## src/hw/rtl/dnga_pkg.sv

```systemverilog
package dnga_pkg;

  localparam int unsigned MaxDerivsDefault = 8;
  localparam int unsigned FracBitsDefault  = 16;
  localparam int unsigned Slots            = 8;

  typedef enum logic [2:0] {
    OpConst  = 3'd0,
    OpSeed   = 3'd1,
    OpLoad   = 3'd2,
    OpMul    = 3'd3,
    OpDiv    = 3'd4,
    OpAdd    = 3'd5,
    OpSub    = 3'd6,
    OpResize = 3'd7
  } op_e;

  typedef enum logic [1:0] {
    ErrOk   = 2'd0,
    ErrSeed = 2'd1,
    ErrDz   = 2'd2,
    ErrSat  = 2'd3
  } err_e;

  typedef enum logic [2:0] {
    StIdle,
    StMulA,
    StMulB,
    StDivStart,
    StDivWait,
    StSlotDone,
    StOut
  } state_e;

  function automatic logic [31:0] sat32(input logic signed [65:0] v, output logic hit);
    hit = 1'b0;
    if (v > 66'sd2147483647) begin
      hit = 1'b1;
      return 32'h7fffffff;
    end
    if (v < -66'sd2147483648) begin
      hit = 1'b1;
      return 32'h80000000;
    end
    return v[31:0];
  endfunction

endpackage

```

## src/hw/rtl/dnga_div.sv

```systemverilog
// restoring divider, one quotient bit per cycle, result (x << FracBits) / y
// truncated toward zero and saturated
module dnga_div #(
  parameter int unsigned FracBits = dnga_pkg::FracBitsDefault
) (
  input  logic        clk_i,
  input  logic        rst_ni,
  input  logic        start_i,
  input  logic [31:0] x_i,
  input  logic [31:0] y_i,
  output logic        done_o,
  output logic [31:0] q_o,
  output logic        dz_o,
  output logic        sat_o
);
  localparam int unsigned NumW = 32 + FracBits;
  localparam int unsigned CntW = $clog2(NumW + 1);

  logic            busy_q, busy_d;
  logic [CntW-1:0] cnt_q, cnt_d;
  logic [NumW-1:0] num_q, num_d;
  logic [32:0]     rem_q, rem_d;
  logic [31:0]     den_q, den_d;
  logic            neg_q, neg_d;
  logic            done_q, done_d;
  logic [31:0]     q_q, q_d;
  logic            dz_q, dz_d;
  logic            sat_q, sat_d;
  logic [32:0]     shifted;
  logic            fit;
  logic [NumW:0]   mag;
  logic            hit;
  logic [NumW-1:0] ax;

  assign ax = {{FracBits{1'b0}}, (x_i[31] ? (~x_i + 32'd1) : x_i)} << FracBits;
  assign shifted = {rem_q[31:0], num_q[NumW-1]};
  assign fit = shifted >= {1'b0, den_q};

  always_comb begin
    busy_d = busy_q; cnt_d = cnt_q; num_d = num_q; rem_d = rem_q; den_d = den_q;
    neg_d = neg_q; done_d = 1'b0; q_d = q_q; dz_d = dz_q; sat_d = sat_q;
    mag = '0; hit = 1'b0;
    if (start_i) begin
      dz_d = 1'b0; sat_d = 1'b0;
      if (y_i == 32'd0) begin
        done_d = 1'b1; dz_d = 1'b1;
        q_d = (x_i == 32'd0) ? 32'd0 : (x_i[31] ? 32'h80000000 : 32'h7fffffff);
      end else begin
        busy_d = 1'b1;
        cnt_d = CntW'(NumW);
        num_d = ax;
        rem_d = '0;
        den_d = y_i[31] ? (~y_i + 32'd1) : y_i;
        neg_d = x_i[31] ^ y_i[31];
      end
    end else if (busy_q) begin
      rem_d = fit ? (shifted - {1'b0, den_q}) : shifted;
      num_d = {num_q[NumW-2:0], fit};
      cnt_d = cnt_q - CntW'(1);
      if (cnt_q == CntW'(1)) begin
        busy_d = 1'b0;
        done_d = 1'b1;
        mag = {1'b0, num_q[NumW-2:0], fit};
        q_d = dnga_pkg::sat32(neg_q ? -$signed(66'(mag)) : $signed(66'(mag)), hit);
        sat_d = hit;
      end
    end
  end

  always_ff @(posedge clk_i or negedge rst_ni) begin
    if (!rst_ni) begin
      busy_q <= 1'b0; done_q <= 1'b0; cnt_q <= '0;
    end else begin
      busy_q <= busy_d; done_q <= done_d; cnt_q <= cnt_d;
    end
  end

  always_ff @(posedge clk_i) begin
    num_q <= num_d; rem_q <= rem_d; den_q <= den_d; neg_q <= neg_d;
    q_q <= q_d; dz_q <= dz_d; sat_q <= sat_d;
  end

  assign done_o = done_q;
  assign q_o = q_q;
  assign dz_o = dz_q;
  assign sat_o = sat_q;
endmodule

```

## config.mk

```make
export PLATFORM = sky130hd
export DESIGN_NAME = dnga_div
export DESIGN_NICKNAME = d
export VERILOG_FILES = /design/src/hw/rtl/dnga_pkg.sv /design/src/hw/rtl/dnga_div.sv
export SDC_FILE = /design/constraint.sdc
export NUM_CORES = 1
export LEC_CHECK = 0
export BUFFER_PORTS_ARGS = -buffer_cell sky130_fd_sc_hd__buf_2
export CAP_MARGIN = 15
export CORE_UTILIZATION = 60
export CTS_BUF_LIST = sky130_fd_sc_hd__clkbuf_4 sky130_fd_sc_hd__clkbuf_8 sky130_fd_sc_hd__clkbuf_16
export DETAILED_ROUTE_END_ITERATION = 8
export HOLD_SLACK_MARGIN = 0.06
export PLACE_DENSITY = 0.85
export SLEW_MARGIN = 20
export SYNTH_ARGS = -nofsm -noshare
export SYNTH_HDL_FRONTEND = slang
export SYNTH_SLANG_ARGS = --single-unit
```

## constraint.sdc

```tcl
create_clock -name clk_i -period 8.3 [get_ports clk_i]
set_input_delay 1.245 -clock clk_i [delete_from_list [all_inputs] [get_ports clk_i]]
set_output_delay 1.245 -clock clk_i [all_outputs]
set_load 0.01 [all_outputs]
```

Yosys cells after proc, flatten, opt, wreduce, memory -nomap -nowiden
Index checks and enable logic that the tools add are counted.

cells by class
  multiplexer cells = 42
  bitwise logic cells = 4
  equal/unequal tests = 3
  magnitude comparators = 3
  reductions and logical operators = 8
  add/subtract/negate cells = 5

operators with widths
  operator                                                                        number
  32-bit 2-to-1 mux                                                               15
  48-bit 2-to-1 mux                                                               3
  66-bit by 32-bit > comparator with 1-bit output, second input constant          1
  66-bit by 32-bit less-than comparator with 1-bit output, second input constant  1
  66-bit 2-to-1 mux                                                               1
  48-bit negator with 66-bit output                                               1
  32-bit by 1-bit adder with 32-bit output, second input constant                 2
  32-bit zero test                                                                2
  32-bit NOT                                                                      2
  33-bit by 32-bit greater-or-equal comparator with 1-bit output                  1
  32-bit subtractor                                                               1
  31-bit 2-to-1 mux                                                               1
  1-bit 2-to-1 mux                                                                19
  6-bit 2-to-1 mux                                                                3
  6-bit by 1-bit == test with 1-bit output, second input constant                 1
  2-bit AND reduction                                                             3
  6-bit by 1-bit subtractor with 6-bit output, second input constant              1
  2-bit nonzero test                                                              2
  3-bit AND reduction                                                             1
  2-bit by 1-bit != test with 1-bit output, second input constant                 1
  2-bit != test, second input constant                                            1
  1-bit NOT                                                                       1
  1-bit XOR                                                                       1

word-level totals
  input bits = 67
  bits in registers = 155
  word-level logic and storage cells = 76

Depth between registers and ports, before layout
Gate-level depths: netlist of run 1.

  depth after elaboration = 17
  depth in mapped cells = 25
  depth with buffers taken out = 20

Worst setup path after synthesis of run 1
OpenSTA, ideal clock, no wires.

  path type = register -> register
  start = register rem_q[19]
  end = register q_q[22] (netlist: q_o[22]), data pin
  setup time = 0.281 ns
  cell stages (with the launch flop) = 24
  data required time = 8.019 ns
  arrival time = 5.680 ns
  path buffers = 4
  slack = 2.339 ns
  path through = edfxtp_1 -> ha_1 -> clkbuf_1 -> a211o_1 -> a221oi_1 -> o21ai_0 -> a41o_1 -> o21ai_1 -> clkbuf_1 -> nand2_1 -> inv_1 -> clkbuf_1 -> ha_1 -> nor2b_1 -> nand4_1 -> or2_1 -> or3_4 -> nor3_2 -> a31oi_1 -> or4_1 -> or3_4 -> o31ai_4 -> buf_6 -> o211ai_1

between the ends
  cells in the longest elaborated chain, start to end = 14

ends and longest elaborated chain
  element                                                           RTL line        source
  start: declaration                                                dnga_div.sv:22  logic [32:0] rem_q, rem_d;
  start signal: assignment                                          dnga_div.sv:79  num_q <= num_d; rem_q <= rem_d; den_q <= den_d; neg_q <= neg_d;
  33-bit by 32-bit greater-or-equal comparator with 1-bit output *  dnga_div.sv:37  assign fit = shifted >= {1'b0, den_q};
  48-bit negator with 66-bit output                                 dnga_div.sv:64  q_d = dnga_pkg::sat32(neg_q ? -$signed(66'(mag)) : $signed(66'(mag)), hit);
  66-bit 2-to-1 mux *                                               dnga_div.sv:64
  66-bit by 32-bit less-than comparator with 1-bit output           dnga_pkg.sv:41  if (v < -66'sd2147483648) begin
  1-bit 2-to-1 mux (2 in series)                                    dnga_pkg.sv:41
  1-bit 2-to-1 mux                                                  dnga_div.sv:60  if (cnt_q == CntW'(1)) begin
  1-bit 2-to-1 mux                                                  dnga_div.sv:56  end else if (busy_q) begin
  1-bit 2-to-1 mux                                                  dnga_div.sv:43  if (start_i) begin
  32-bit 2-to-1 mux                                                 dnga_pkg.sv:45  return v[31:0];
  32-bit 2-to-1 mux *                                               dnga_pkg.sv:41
  32-bit 2-to-1 mux *                                               dnga_div.sv:60
  32-bit 2-to-1 mux *                                               dnga_div.sv:56
  32-bit 2-to-1 mux *                                               dnga_div.sv:43
  net q_d[22]                                                       dnga_div.sv:26  logic [31:0] q_q, q_d;
  end signal: assignment                                            dnga_div.sv:80  q_q <= q_d; dz_q <= dz_d; sat_q <= sat_d;
  end: declaration                                                  dnga_div.sv:26

Mark *: on every way through the listed nets, which the timed path passes. The rest lies on a longest branch. The select of a mux whose other input is x is not followed.
A chain may end at the register's enable or synchronous reset.

Worst setup path after layout of run 1
  start = register rem_q[19]
  end = register q_q[13] (netlist: q_o[13]), data pin

Same word-level chain as after synthesis.

==> results of run 1 <==
## critical path, stage by stage, from the launching register on
cell      delay [ns]
edfxtp_1        0.39
ha_1            0.42
a211o_1         0.34
a221oi_1        0.25
o21ai_0         0.18
a41o_1          0.27
o21ai_1         0.65
nand2_1         0.11
buf_4           0.29
inv_1           0.13
ha_1            0.24
nor2b_1         0.18
nand4_1         0.27
or2_1           0.39
or3_4           0.37
nor3_2          0.11
a31oi_1         0.05
or4_1           0.53
or3_4           0.42
o31ai_4         0.66
buf_8           0.25
o211ai_1        0.12
## logic make-up (layout without fill, tap and decap cells)
group | after synthesis | after routing | synth area share [%]
adder cells (fa/ha/maj) | 38 | 38 | 4.632
buffers and inverters | 112 | 201 | 4.284
flip-flops | 155 | 155 | 44.16
AO/OA/AOI/OAI | 289 | 289 | 18.38
multiplexers | 8 | 8 | 0.8279
XOR/XNOR | 123 | 123 | 10.33
AND/OR/NAND/NOR | 362 | 362 | 17.39
## final cells by class
class / count / area [sq um]
multi-input cells: 820 / 5418
well taps: 220 / 275.3
inverters: 61 / 229.0
clock buffers: 18 / 432.9
fillers: 1239 / 5064
clock inverters: 14 / 168.9
flip-flops and latches: 155 / 4604
repair buffers: 108 / 568.0
## Yosys cell counts, drive strengths merged (15+ instances only)
library cell / n / area [sq um]
xnor2: 59 / 516.8
edfxtp: 146 / 4384
nand2: 115 / 431.7
nor4: 21 / 165.2
a21o: 18 / 135.1
inv: 60 / 225.2
o41ai: 20 / 175.2
a21oi: 77 / 385.4
o21ai: 57 / 285.3
xor2: 64 / 560.5
o211ai: 31 / 242.7
nor2: 81 / 304.0
nand3: 21 / 105.1
clkbuf: 43 / 161.4
or3: 15 / 103.9
o31ai: 22 / 178.9
ha: 37 / 462.9
nor3: 25 / 130.1
nor2b: 20 / 125.1
## registers in the layout, indices dropped and copies added (netlist names)
register	cells
cnt_q	6
done_o	1
sat_o	1
den_q	32
num_q	48
neg_q	1
q_o	32
dz_o	1
busy_q	1
rem_q	32
## stage by stage
step	power, mW	hold WS [ns]	area (sq um)
detailed placement	2.343	0.4920	11070
global route	3.380	0.5410	11700
global placement	2.302	0.4818	11060
floorplan	2.073	0.4834	10430
finish	3.190	0.4981	11700
CTS	3.171	0.5007	11670
## cell usage in the layout (no fill, tap or decap), types with 9 or more instances in the layout
| cell | synthesis | final |
|---|---|---|
| inv_1 | 60 | 60 |
| ha_1 | 37 | 37 |
| or3_1 | 13 | 13 |
| a21o_1 | 18 | 18 |
| nor3_1 | 24 | 24 |
| clkbuf_16 | 0 | 17 |
| a21oi_1 | 77 | 77 |
| o211ai_1 | 29 | 29 |
| xor2_1 | 64 | 64 |
| a31oi_1 | 10 | 10 |
| o41ai_1 | 20 | 19 |
| o21ai_0 | 55 | 55 |
| edfxtp_1 | 146 | 146 |
| nor2b_1 | 20 | 20 |
| nand2b_1 | 10 | 10 |
| nor4_1 | 17 | 17 |
| o31ai_1 | 21 | 21 |
| buf_2 | 0 | 100 |
| or4_1 | 13 | 13 |
| nand2_1 | 115 | 114 |
| and3_1 | 9 | 9 |
| nand3_1 | 21 | 21 |
| xnor2_1 | 59 | 59 |
| nor2_1 | 81 | 81 |
| nand4_1 | 9 | 9 |
## routing by layer
layer,track usage (%),routed length [um],vias to the layer above
met4,10.86,540,0
li1,-,-,4161
met5,0,0,-
met3,4.271,1737,59
met2,46.49,11780,409
met1,38.20,10410,4202
## where the power goes
part           switching [mW]  leakage [nW]  internal, mW  total (mW)
combinational           0.739          2.73         0.502        1.24
clock                   0.332         0.286         0.477       0.809
sequential              0.108          1.56          1.03        1.14
## path summary, 6_finish.rpt
| check | depth (start not counted) | from | endpoint | slack, ns |
|---|---|---|---|---|
| min | 2 | sat_o | sat_o | 0.50 |
| max reg2reg | 21 | rem_q[19] | q_o[13] | 1.33 |
| max in group asynchronous | 1 | rst_ni | done_o | 7.49 |
| min reg2reg | 2 | sat_o | sat_o | 0.50 |
| min in group asynchronous | 1 | rst_ni | busy_q | 0.64 |
| max | 21 | rem_q[19] | q_o[13] | 1.33 |
==> flow_metrics.tcl, run 1 <==
set metrics [dict create \
    dp_hpwl_um 16620 \
    cts_inserted_buffers 17 \
    power.leakage_nw 4.582 \
    hold_buffers 0 \
    rows 47 \
    worstSetupPathType "flip-flop to flip-flop" \
    setup_viol 0 \
    fmax_mhz 143.5 \
    grt_max_degree 81 \
    firstDrtPassIters 6 \
    synth_cell_types 75 \
    hold_viol 0 \
    powerDensity_nw_per_um2 272.7 \
    drc 0 \
    ios 102 \
    finalMaxSlewViolations 0 \
    min_path_type "flip-flop to flip-flop" \
    start_util_pct 62.22 \
    clkTransAtPathRegs_ns 0.07 \
    post_cts_buffers 0 \
    finalClockSkew_ns 0.01364 \
    grt_overflow 0 \
    worstSetupStartpointType "flip-flop" \
    synth_edf_count 146 \
    cts.repair.resized 0 \
    drt_iter0_drc 898 \
    worstPathRequired_ns 8.41 \
    cts.sinks 155 \
    syn-num-nets 1192 \
    gp_congestion 0.9041 \
    end_kind "flip-flop" \
    status "finished clean" \
    cts_tree "yes" \
    grt_pass1_wl_um 40320 \
    synthArstFlopShare_pct 5.161 \
    netlist_area_sq_um 10430 \
    synth-seq-area-share_pct 44.16 \
    nets 1268 \
    dr_total_vias 8831 \
    synth_seq_cells 155 \
    area_growth_pct 12.17 \
    antenna_cells 0 \
    track_usage_pct 28.40 \
    worst_slew_margin_rel_pct 27.12 \
    synthCells 1087 \
    wl_per_cell_um 17.53 \
    cp_max_fo 37 \
    coreArea_sq_um 16760 \
    fin_crit_sh_pct 83.95 \
    wl_um 24480 \
    finalWorstSetupSlack_ns 1.333 \
    antenna_found_initial 0 \
    critPathArrivalTime_ns 7.08 \
    ir_worst_vdd_v 0.0002033 \
    syn_area_per_cell_sq_um 9.593 \
    worstMarginPinSlew_ns 1.093 \
    post-route-util_pct 69.79 \
    grt_pass1_vias 8298 \
    port_buffers 101 \
    ctsHtreeMaxLevel 4 \
    cts_max_path_buffers 2 \
    dpl.cell_count 1364 \
    dieArea_sq_um 17910 \
    layout.cells.non_filler 1396 \
    pre_cts_slack_ns 1.440 \
    die_y_um 133.8 \
    die_w_um 133.8 \
    via_per_inst 6.326 \
    root_buffer "clkbuf_16" \
    clock_latency_ns 0.43 \
    tns_ns 0 \
    yosys_warnings 0 \
    drive_gt1_share_pct 14.37 \
    cap_violations 0 \
    synthFlopType "edfxtp_1" \
    rsz0062_at_grt "no" \
    detail-route-antenna-nets 0 \
    layout_min_cycle_time_ns 6.967 \
]
(Power assumes the default switching activity.)
==> inputs of run 2 (changes only) <==
CORE_UTILIZATION = 55   (was 60)
PLACE_DENSITY = 0.82   (was 0.85)
clock period = 5.65 ns   (was 8.3 ns; I/O delays follow)
==> run 2 against run 1 <==
  * Critical path depth shrank 1
  * Critical endpoint is now q_o[27]
  * Via count shrank 0.51%
  * Non-clock buffer count grew 10
  * Sequential power grew 46%
  * Global-route usage shrank 3.1 points
==> flow_metrics.tcl, run 2 (synthesized netlist as in run 1, its figures left out) <==
set metrics [dict create \
    clkTransAtPathRegs_ns 0.07 \
    worst_slew_margin_rel_pct 28.82 \
    crit_chain "ha_1 -> a21o_1 -> a221oi_2 -> o21ai_1 -> a41o_1 -> o21ai_2 -> nand2_2 -> inv_2 -> ha_4 -> nor2b_2 -> nand4_1 -> or2_4 -> or3_4 -> nor3_2 -> a31oi_1 -> or4_1 -> or3_4 -> o31ai_4 -> clkbuf_16 -> o211ai_1" \
    grt_max_degree 81 \
    ios 102 \
    area_growth_pct 13.68 \
    grt_overflow 0 \
    finalMaxSlewViolations 0 \
    coreArea_sq_um 18270 \
    cp_slowest_cell "or4_1" \
    pre_cts_slack_ns 0.1830 \
    ff2ff_setup_slack_ns 0.20 \
    grt_pass1_vias 8071 \
    reg2reg_depth 20 \
    firstDrtPassIters 7 \
    drive_gt1_share_pct 15.94 \
    worstSetupPathType "flip-flop to flip-flop" \
    fin_crit_sh_pct 96.50 \
    layout_commonest_cell "edfxtp_1" \
    powerDensity_nw_per_um2 398.5 \
    finalWorstSetupSlack_ns 0.1980 \
    start_util_pct 57.07 \
    cp_slowest_stage_delay_ns 0.53 \
    cp.buffers_inverters 2 \
    worstPathRequired_ns 5.76 \
    hold_viol 0 \
    nets 1278 \
    cpMostUsedCell "or3_4" \
    cp_max_fo 8 \
    worstSetupStartpointType "flip-flop" \
    cts_inserted_buffers 17 \
    critPathArrivalTime_ns 5.57 \
    worstReg2RegEnd "q_o[27]" \
    grt_pass1_wl_um 39720 \
    dr_total_vias 8786 \
    min_path_type "input pin to async pin" \
    port_buffers 101 \
    wl_per_cell_um 17.51 \
    ir_worst_vdd_v 0.0002739 \
    layout_min_cycle_time_ns 5.452 \
    regMostFlops "num_q" \
    dp_hpwl_um 17180 \
    ctsHtreeMaxLevel 4 \
    fillers 1400 \
    die_w_um 139.7 \
    r2r-start "rem_q[21]" \
    drc 0 \
    cap_violations 0 \
    dieArea_sq_um 19510 \
    worstMarginPinSlew_ns 1.068 \
    cts.sinks 155 \
    rows 49 \
    antenna_found_initial 0 \
    hold_buffers 0 \
    antenna_cells 0 \
    via_per_inst 6.209 \
    setup_viol 0 \
    die_y_um 139.7 \
    drt_iter0_drc 884 \
    largest_register_ffs 48 \
    total_power_mw 4.723 \
    status "finished clean" \
    clock_latency_ns 0.44 \
    root_buffer "clkbuf_16" \
    cp_top_family "simple AND/OR/NAND/NOR gates" \
    cts_tree "yes" \
    end_kind "flip-flop" \
    detail-route-antenna-nets 0 \
    cts_max_path_buffers 2 \
    gp_congestion 0.9643 \
    finalClockSkew_ns 0.01393 \
    track_usage_pct 25.32 \
    final_cell_mix "edfxtp_1 (146), nand2_1 (113), buf_2 (100)" \
    power.leakage_nw 4.651 \
    fmax_mhz 183.4 \
    wl_um 24770 \
]
## run 2: layout make-up
cell class	instances	area, sq um	area share, %
clock inverter	15	162.7	1.372
timing repair buffer	118	686.9	5.795
sequential	155	4604	38.84
clock buffer	17	425.4	3.589
multi-input combinational	820	5459	46.05
inverter	61	229.0	1.932
tap	229	286.5	2.417
## run 2: report_power, final
part | internal [mW] | switching (mW) | total, mW
sequential | 1.52 | 0.159 | 1.67
clock | 0.659 | 0.498 | 1.16
combinational | 0.782 | 1.11 | 1.89
## run 2: what timing repair did
action	CTS	global route
setup endpoints to repair	0	31
gates resized for setup	0	12
buffers inserted	0	2
endpoints found under the hold margin	0	0
## run 2: worst max-delay path by stage
stage	end	cells past startpoint	slack (ns)	startpoint
finish	q_o[27]	20	0.20	rem_q[21]
global route	q_o[19]	22	-0.005	den_q[20]
CTS	q_o[14]	21	0.13	rem_q[19]
detailed placement	q_o[14]	21	0.18	rem_q[19]
global placement	q_o[28]	20	0.34	rem_q[19]
floorplan	q_o[22]	23	0.004	rem_q[19]
## run 2: metrics by stage
stage          setup TNS, ns  utilization [%]  area (sq um)  hold slack [ns]  cells
3_3_place_gp               0            60.90         11130           0.4805   1378
3_5_place_dp               0            60.90         11130           0.4889   1378
5_1_grt            -0.005245            64.88         11850           0.2490   1415
6_report                   0            64.88         11850           0.2461   1415
4_1_cts                    0            64.12         11720           0.2400   1410
2_1_floorplan              0                -         10440           0.4834   1087
## run 2: metal layers
metal	track usage [%]	wire length, um	vias up
li1	-	-	4189
met1	34.77	10760	4162
met2	41.39	11860	396
met3	3.716	1770	39
met4	7.808	376	0
met5	0	0	-
==> inputs of run 3 (changes only) <==
CELL_PAD_IN_SITES_DETAIL_PLACEMENT = 0   (was default)
CELL_PAD_IN_SITES_GLOBAL_PLACEMENT = 1   (was default)
CORE_UTILIZATION = 42   (was 55)
PLACE_DENSITY = 0.81   (was 0.82)
==> run 3 against run 2 <==
  * Clock power fell by 7%
  * Combinational power down 3%
  * Non-clock buffer count grew 1
  * First-iteration DRC count fell by 33%
  * Sequential share of layout area fell by 0.12 points
  * Cell count grew 6.8%
  * Routed wire length decreased by 0.80%
  * Largest power group unchanged
  * Highest routed layer unchanged
==> flow_metrics.tcl, run 3 (synthesized netlist as in run 1, its figures left out) <==
set metrics [dict create \
    regMostFlops "num_q" \
    die_y_um 159.6 \
    port_buffers 101 \
    power.leakage_nw 4.630 \
    dp_hpwl_um 17300 \
    ios 102 \
    fmax_mhz 186.2 \
    wl_per_cell_um 16.26 \
    finalMaxSlewViolations 0 \
    total_power_mw 4.575 \
    clock_latency_ns 0.43 \
    gp_congestion 0.9420 \
    worstPathRequired_ns 5.79 \
    cts_inserted_buffers 17 \
    detail-route-antenna-nets 0 \
    worst_slew_margin_rel_pct 25.40 \
    r2r-start "rem_q[19]" \
    ir_worst_vdd_v 0.0001984 \
    largest_register_ffs 48 \
    cap_violations 0 \
    rows 57 \
    min_path_type "input pin to async pin" \
    drc 0 \
    drt_iter0_drc 591 \
    fin_crit_sh_pct 95.04 \
    layout_commonest_cell "edfxtp_1" \
    powerDensity_nw_per_um2 384.7 \
    setup_viol 0 \
    cts_max_path_buffers 2 \
    finalClockSkew_ns 0.01353 \
    antenna_cells 0 \
    start_util_pct 42.88 \
    clockPowerShare_pct 23.5 \
    area_growth_pct 14.04 \
    critPathArrivalTime_ns 5.51 \
    clkTransAtPathRegs_ns 0.07 \
    status "finished clean" \
    swShare_pct 37.75 \
    crit_start "rem_q[19]" \
    hold_buffers 0 \
    track_usage_pct 19.39 \
    cts_tree "yes" \
    via_per_inst 5.547 \
    worstSetupPathType "flip-flop to flip-flop" \
    worstSetupStartpointType "flip-flop" \
    dr_total_vias 8382 \
    rsz0062_at_grt "no" \
    cp_max_fo 16 \
    tns_ns 0 \
    end_kind "flip-flop" \
    grt_pass1_wl_um 40070 \
    layout_min_cycle_time_ns 5.370 \
    nets 1279 \
    wl_um 24580 \
    seq_power_share_pct 36.4 \
    grt_pass1_vias 7983 \
    reg2reg_depth 21 \
    combPwrFrac_pct 40.1 \
    grt_max_degree 95 \
    worstMarginPinSlew_ns 1.105 \
    firstDrtPassIters 5 \
    intPower_mw 2.848 \
    coreArea_sq_um 24320 \
    root_buffer "clkbuf_16" \
    final_cell_mix "edfxtp_1 (146), nand2_1 (113), buf_2 (100)" \
    grt_overflow 0 \
    dieArea_sq_um 25460 \
    antenna_found_initial 0 \
    hold_viol 0 \
    ctsHtreeMaxLevel 4 \
    drive_gt1_share_pct 15.42 \
    die_w_um 159.6 \
    switchingPower_mw 1.727 \
    cts.sinks 155 \
]
-- run 3: changes by cell type in the layout (fill, tap and decap cells not counted), sizes merged --
cell,previous run,this run
buf,116,118
bufinv,2,0
clkinv,7,6
clkinvlp,1,4
inv,66,65
-- run 3: path summary, 6_finish.rpt --
| path | endpoint | slack [ns] |
|---|---|---|
| setup / recovery | q_o[18] | 0.28 |
| hold / removal | cnt_q[5] | 0.25 |
| setup reg to reg | q_o[18] | 0.28 |
| hold reg to reg | cnt_q[5] | 0.52 |
| max in group asynchronous | cnt_q[2] | 5.23 |
| min in group clk_i | cnt_q[5] | 0.52 |
-- run 3: layer usage --
layer	vias to the layer above	track usage [%]	routed length, um
li1	4193	-	-
met1	3925	27.07	11950
met2	242	31.44	11250
met3	22	2.605	1117
met4	0	5.463	262
met5	-	0	0
-- run 3: cell type report --
| class | count | area, sq um |
|---|---|---|
| Fill cell | 2292 | 12430 |
| Tap cell | 324 | 405.4 |
| Timing Repair Buffer | 119 | 676.9 |
| Inverter | 61 | 229.0 |
| Clock inverter | 14 | 112.6 |
| Clock buffer | 18 | 432.9 |
| Multi-Input combinational cell | 820 | 5430 |
| Sequential cell | 155 | 4604 |
-- run 3: power groups by stage --
stage	logic, mW	registers [mW]	clock network [mW]
final	1.83	1.66	1.08
after global routing	2.07	1.69	1.13
after CTS	1.82	1.66	1.09
after detailed placement	1.80	1.68	0
after global placement	1.80	1.68	0
after floorplan	1.42	1.63	0
-- run 3: critical path, stage by stage, from the launching register on --
cell	delay (ns)
edfxtp_1	0.41
ha_1	0.33
a211o_1	0.32
a221oi_1	0.28
o21ai_1	0.15
a41o_1	0.27
o21ai_2	0.16
nand2_2	0.07
inv_1	0.09
ha_1	0.20
nor2b_1	0.18
nand4_1	0.18
or2_4	0.32
or3_4	0.36
nor3_2	0.12
a31oi_1	0.06
or4_1	0.53
or3_4	0.41
o31ai_4	0.24
buf_4	0.16
buf_12	0.14
o211ai_1	0.11
-- run 3: what timing repair did --
| item | CTS | global route |
|---|---|---|
| endpoints found under the hold margin | 0 | 0 |
| resized for setup | 0 | 6 |
| endpoints found under the setup margin | 0 | 31 |
| buffers inserted | 0 | 2 |
-- run 3: through the flow --
| step | instance area [sq um] | utilization [%] | hold WS [ns] | instances | setup WS, ns |
|---|---|---|---|---|---|
| detailed placement | 11270 | 46.33 | 0.5046 | 1475 | 0.2055 |
| CTS | 11810 | 48.58 | 0.2391 | 1507 | 0.1529 |
| global placement | 11260 | 46.30 | 0.4909 | 1475 | 0.3226 |
| global route | 11890 | 48.90 | 0.2481 | 1511 | 0.008192 |
| finish | 11890 | 48.90 | 0.2479 | 1511 | 0.2805 |
| floorplan | 10440 | - | 0.4834 | 1087 | 0.004136 |
